### src/design/ggc_pkg.sv
// ---------------------------------------------------------------------------
// ggc_pkg: shared types and constants for the greedy graph coloring unit
// Sizes, group split of the color search, controller states and the
// command/status bundles between controller and datapath.
// ---------------------------------------------------------------------------
package ggc_pkg;

	localparam int MAX_VERTICES = 1024;
	localparam int NUM_COLORS   = 64;

	localparam int VW     = $clog2(MAX_VERTICES);  // vertex index width
	localparam int CW     = $clog2(NUM_COLORS);    // color index width
	localparam int CNT_W  = CW + 1;                // color count width
	localparam int POP_W  = 11;
	localparam int POP_LIMIT = (1 << POP_W) - 1;

	// color search splits into groups of eight candidates
	localparam int GS  = 8;
	localparam int GW  = $clog2(GS);
	localparam int NG  = NUM_COLORS / GS;
	localparam int NGW = (NG > 1) ? $clog2(NG) : 1;

	localparam logic KIND_ENTRY = 1'b0;
	localparam logic KIND_CLEAR = 1'b1;

	typedef enum logic [2:0] {
		ST_CLR,
		ST_IDLE,
		ST_MARK,
		ST_GRP,
		ST_PICK,
		ST_WB
	} state_t;

	typedef struct packed {
		logic entry;      // neighbor entry accepted, launch store read
		logic clr_start;  // clear item accepted
		logic clr_walk;   // zeroing sweep in progress
		logic mark;       // fold neighbor color into forbidden mask
		logic grp;        // per-group first-free search
		logic pick;       // final select, population read
		logic wb;         // write back and present result
	} cmd_t;

	typedef struct packed {
		logic clr_done;
	} stat_t;

endpackage

### src/design/ggc_ctrl.sv
// ---------------------------------------------------------------------------
// ggc_ctrl: sequencing controller
// Walks each accepted entry through mark, and a last entry on through search
// and write back, and runs the zeroing sweep after reset and on a clear item.
// ---------------------------------------------------------------------------
module ggc_ctrl import ggc_pkg::*; (
	input  logic  clk,
	input  logic  arst_n,
	input  logic  start,
	input  logic  kind,
	input  logic  last_neighbor,
	input  stat_t stat,
	output cmd_t  cmd,
	output logic  busy
);

	state_t state_q, state_d;
	logic   last_q;
	logic   accept;

	assign accept = start && (state_q == ST_IDLE);

	always_ff @(posedge clk or negedge arst_n) begin
		if (!arst_n) begin
			state_q <= ST_CLR;
			last_q  <= 1'b0;
		end else begin
			state_q <= state_d;
			if (accept) begin
				last_q <= last_neighbor;
			end
		end
	end

	always_comb begin
		state_d = state_q;
		unique case (state_q)
			ST_CLR: begin
				if (stat.clr_done) state_d = ST_IDLE;
			end
			ST_IDLE: begin
				if (start) state_d = (kind == KIND_CLEAR) ? ST_CLR : ST_MARK;
			end
			ST_MARK: begin
				state_d = last_q ? ST_GRP : ST_IDLE;
			end
			ST_GRP:  state_d = ST_PICK;
			ST_PICK: state_d = ST_WB;
			ST_WB:   state_d = ST_IDLE;
			default: state_d = ST_IDLE;
		endcase
	end

	always_comb begin
		cmd           = '0;
		cmd.entry     = accept && (kind == KIND_ENTRY);
		cmd.clr_start = accept && (kind == KIND_CLEAR);
		unique case (state_q)
			ST_CLR:  cmd.clr_walk = 1'b1;
			ST_MARK: cmd.mark     = 1'b1;
			ST_GRP:  cmd.grp      = 1'b1;
			ST_PICK: cmd.pick     = 1'b1;
			ST_WB:   cmd.wb       = 1'b1;
			default: ;
		endcase
	end

	assign busy = (state_q != ST_IDLE);

endmodule

### config.mk
export PLATFORM = sky130hd
export DESIGN_NAME = ggc_ctrl
export DESIGN_NICKNAME = d
export VERILOG_FILES = /design/src/design/ggc_pkg.sv /design/src/design/ggc_ctrl.sv
export SDC_FILE = /design/constraint.sdc
export NUM_CORES = 1
export LEC_CHECK = 0
export BUFFER_PORTS_ARGS = -buffer_cell sky130_fd_sc_hd__clkbuf_2
export CORE_AREA = 2 2 39 41
export DETAILED_ROUTE_END_ITERATION = 10
export DIE_AREA = 0 0 41 43
export GPL_TIMING_DRIVEN = 0
export PLACE_DENSITY_LB_ADDON = 0.2
export SYNTH_ARGS = -nofsm -noshare
export SYNTH_HDL_FRONTEND = slang
export SYNTH_SLANG_ARGS = --single-unit
### constraint.sdc
create_clock -name clk -period 2.8 [get_ports clk]
set_input_delay 0.14 -clock clk [delete_from_list [all_inputs] [get_ports clk]]
set_output_delay 0.14 -clock clk [all_outputs]
set_load 0.01 [all_outputs]
==> After elaboration in Yosys (flattened, before gate mapping) <==
Index checks and enable logic that the tools add are counted.
{ "totals": {"reg_bits": 4, "in_bits": 6, "elab_cells": 26} }
{ "op_classes": {"n_eq_ne": 8, "mux": 10, "bitwise": 1, "reduce_logical": 5} }
{ "op_table": {"columns": ["operator", "n"], "rows": [
  ["one-hot mux 3 bit (5 select lines)", 1],
  ["equality test 3 x 2 -> 1 bit, second input constant", 2],
  ["equality test 3 bit, second input constant", 2],
  ["2-to-1 mux 3 bit", 2],
  ["2-to-1 mux 1 bit", 5],
  ["2-to-1 mux 2 bit", 2],
  ["inequality test 2 bit, second input constant", 2],
  ["equality test 3 x 1 -> 1 bit, second input constant", 1],
  ["logical AND 1 bit", 3],
  ["logical NOT 3 bit", 1],
  ["inequality test 3 x 1 -> 1 bit, second input constant", 1],
  ["AND reduction 2 bit", 1],
  ["inverter 1 bit", 1]
]} }

==> Logic depth before layout (Yosys ltp) <==
{ "logic_depth": {"depth_word": 3, "mapped_depth": 3, "depth_no_buf": 2} }

==> Least setup slack after synthesis <==
OpenSTA, ideal clock, no wires.
{ "synth_timing": {"kind": "register to register", "from": "reg state_q[2]", "to": "reg last_q", "setup_time_ns": 0.125, "t_arrival_ns": 1.073, "required_ns": 2.675, "path_slack_ns": 1.602, "stages_incl_launch_ff": 4, "n_path_buf": 1, "synth_period_minus_slack_ns": 1.198, "path_cell_list": "dfrtp_1 buf_4 and4bb_4 mux2_4"} }
{ "synth_via": {"elab_chain_len": 2} }
{ "synth_lines": {"columns": ["element", "line", "source"], "rows": [
  ["start, declared", "ggc_ctrl.sv:17", "state_t state_q, state_d;"],
  ["start signal, assigned", "ggc_ctrl.sv:28", "state_q <= state_d;"],
  ["equality test 3 x 1 -> 1 bit", "ggc_ctrl.sv:21", "assign accept = start && (state_q == ST_IDLE);"],
  ["logical AND 1 bit", "ggc_ctrl.sv:21", null],
  ["end signal, assigned", "ggc_ctrl.sv:30", "last_q <= last_neighbor;"],
  ["end, declared", "ggc_ctrl.sv:18", "logic last_q;"]
]} }
Every way passes these cells.
A chain may end at the register's enable or synchronous reset.

==> metrics.cfg <==
[outcome]
status = finished clean

[grt]
grt_antenna_before_repair = 0
grt_util_all_layers_pct = 7.553
grt_max_degree = 11
grt_pass1_wl_um = 800
overflow = 0
grt_pass1_vias = 221

[setup_path]
cp.required_ns = 2.66
crit_path_end_kind = output port
arrival_ns = 1.30
criticalPathCategory = flop to output port
startpoint_type = flop
cp_slowest_stage_delay_ns = 0.35
r2r_cells = 3
crit_path_max_fanout = 10
cpMaxStageDelayCell = dfrtp_1
worstPathCellList = buf_4 -> and4bb_4 -> nor2b_1 -> clkbuf_2

[sta]
hold_viol_final = 0
finalCritPeriodShare_pct = 51.57
finalSetupTns_ns = 0
worst_slack_ns = 1.356
fin_crit_ns = 1.444
maxSlewViolCount = 0
tightestPinTransition_ns = 0.2129
maxSlewHeadroom_pct = 85.78
clock-skew-final_ns = 0.003910
rsz0062_at_grt = false
fmax_mhz = 692.6
setup_viol = 0

[power]
power_frac_comb_pct = 57.8
switching_share_pct = 35.92
internal-power_uw = 250.3
power_density_nw_per_um2 = 1030
p_seq_share_pct = 24.6
leakage_nw = 0.1916
vdd_drop_max_mv = 0.2538
p_clk_share_pct = 17.6
p_switching_uw = 140.3

[yosys]
synthCells = 26
yosys.area.top_type_share_pct = 38.28
synth_area_leaders = dfrtp_1 (38%), and4bb_4 (6.2%), mux2_4 (5.7%)
synth-edff-count = 0
ys_seq_area_share_pct = 38.28
async_flop_share_pct = 100.0
ys_seq_elements = 4
netlist_area_sq_um = 261.5
post-synth-top-area-cell = dfrtp_1
synthesis.nets = 32
yosys_warnings = 0
yosysUniqueCellTypes = 20
synthFlopType = dfrtp_1
avgSynthCellArea_sq_um = 10.06

[floorplan]
dieArea_sq_um = 1763
num_rows = 14
initial_utilization_pct = 18.90
fp.dieW_um = 41
die_h_um = 43
io_pins = 14
core-area_sq_um = 1384

[hold_path]
hold_depth = 2
hold_class = primary input to flop

[route]
wl_um = 520
wl_per_cell_um = 8.814
first_pass_iters = 1
ant_nets = 0
viasPerCell = 3.898
first_iter_violations = 0
drc = 0
vias = 230

[clock_network]
clkLatencyLatePin_ns = 0.23
cts_buffers = 3
htreeDepth = 1
post_cts_resized = 0
clkTransAtPathRegs_ns = 0.04
cts_sinks = 4
cts_tree = yes
root_buffer = clkbuf_4
ctsLongestPathBuffers = 2

[layout]
stdcell_area_sq_um = 379.1
drive_gt1_share_pct = 48.84
syn_to_final_growth_pct = 44.98
finalNetCount = 51
diodes = 0
final_util_pct = 27.40

[placement]
dp_hpwl_um = 435.4
port-buffer-count = 13
pre_cts_ws_ns = 1.566
place.gp.congestion = 0.5699
place_area_sq_um = 346.6

[job]
cap_violations = 0

-- layout by cell type, fill, tap and decap left out --
| cell | instances |
|---|---|
| a21oi_1 | 1 |
| dfrtp_1 | 4 |
| nor3_1 | 1 |
| or3_1 | 1 |
| nand2_1 | 2 |
| buf_4 | 1 |
| nand3b_1 | 1 |
| nor2b_1 | 1 |
| buf_6 | 1 |
| nand4bb_1 | 1 |
| mux2_4 | 1 |
| nor2_1 | 2 |
| buf_2 | 1 |
| clkbuf_2 | 13 |
| and4bb_4 | 1 |
| a21o_1 | 1 |
| o21bai_1 | 1 |
| nor3b_1 | 2 |
| dlygate4sd3_1 | 1 |
| or3b_1 | 1 |
| and2_1 | 1 |
| clkbuf_4 | 3 |
| o21ai_0 | 1 |
-- worst max-delay path: cells and delay by family, from the launching register on --
kind / cells / cell delay, ns
buffers and inverters: 2 / 0.29
and+or+nand+nor: 2 / 0.43
DFF: 1 / 0.35
-- per-stage QoR --
stage | std cells | hold slack, ns | power, mW
2_1_floorplan | 26 | -0.1556 | 0.2599
3_3_place_gp | 55 | -0.05208 | 0.3210
3_5_place_dp | 55 | -0.04787 | 0.3258
4_1_cts | 59 | 0.1420 | 0.4012
5_1_grt | 59 | 0.1534 | 0.4287
6_report | 59 | 0.1487 | 0.3907
-- timing repair --
action	4_1_cts	5_1_grt
endpoints found under the hold margin	4	0
buffers inserted	0	0
hold buffers	1	0
-- worst paths after layout --
kind,from,to,slack (ns)
min in group asynchronous,arst_n,state_q[2],0.25
max in group asynchronous,arst_n,state_q[1],2.43
min reg2reg,last_q,last_q,0.51
min,last_neighbor,last_q,0.15
max,state_q[2],cmd[6],1.36
max reg2reg,state_q[2],last_q,1.56
-- power by group through the flow --
stage / clock network, mW / registers (mW) / logic, mW
after global placement: 0 / 0.0964 / 0.225
after floorplan: 0 / 0.0942 / 0.166
after global routing: 0.0772 / 0.0999 / 0.252
after detailed placement: 0 / 0.0969 / 0.229
after CTS: 0.0745 / 0.0960 / 0.231
final: 0.0688 / 0.0959 / 0.226
-- cell type report --
class	count	area, sq um
clock buffers	3	22.52
plain buffers	3	23.77
fillers	155	1005
repair buffers	14	75.07
flip-flops and latches	4	100.1
multi-input cells	19	137.6
well taps	16	20.02
-- Yosys cell counts, types with 2 or more instances --
cell	count
dfrtp_1	4
nand2_1	2
nor2_1	2
nor3b_1	2
-- logic make-up (layout without fill, tap and decap cells) --
group | after synthesis | after routing | share of synthesized area [%]
buffers and inverters | 3 | 20 | 9.090
muxes | 1 | 1 | 5.740
AOI/OAI and AO/OA | 4 | 4 | 9.568
DFF | 4 | 4 | 38.28
and+or+nand+nor | 14 | 14 | 37.33
-- flip-flops by register name (all words and copies together) (netlist names) --
signal   cells
state_q      3
last_q       1
-- metal layers --
metal	wire [um]	track usage (%)
met4	0	10.00
met3	26	1.571
met2	279	10.63
met5	0	0
met1	215	7.468
(Power assumes the default switching activity.)
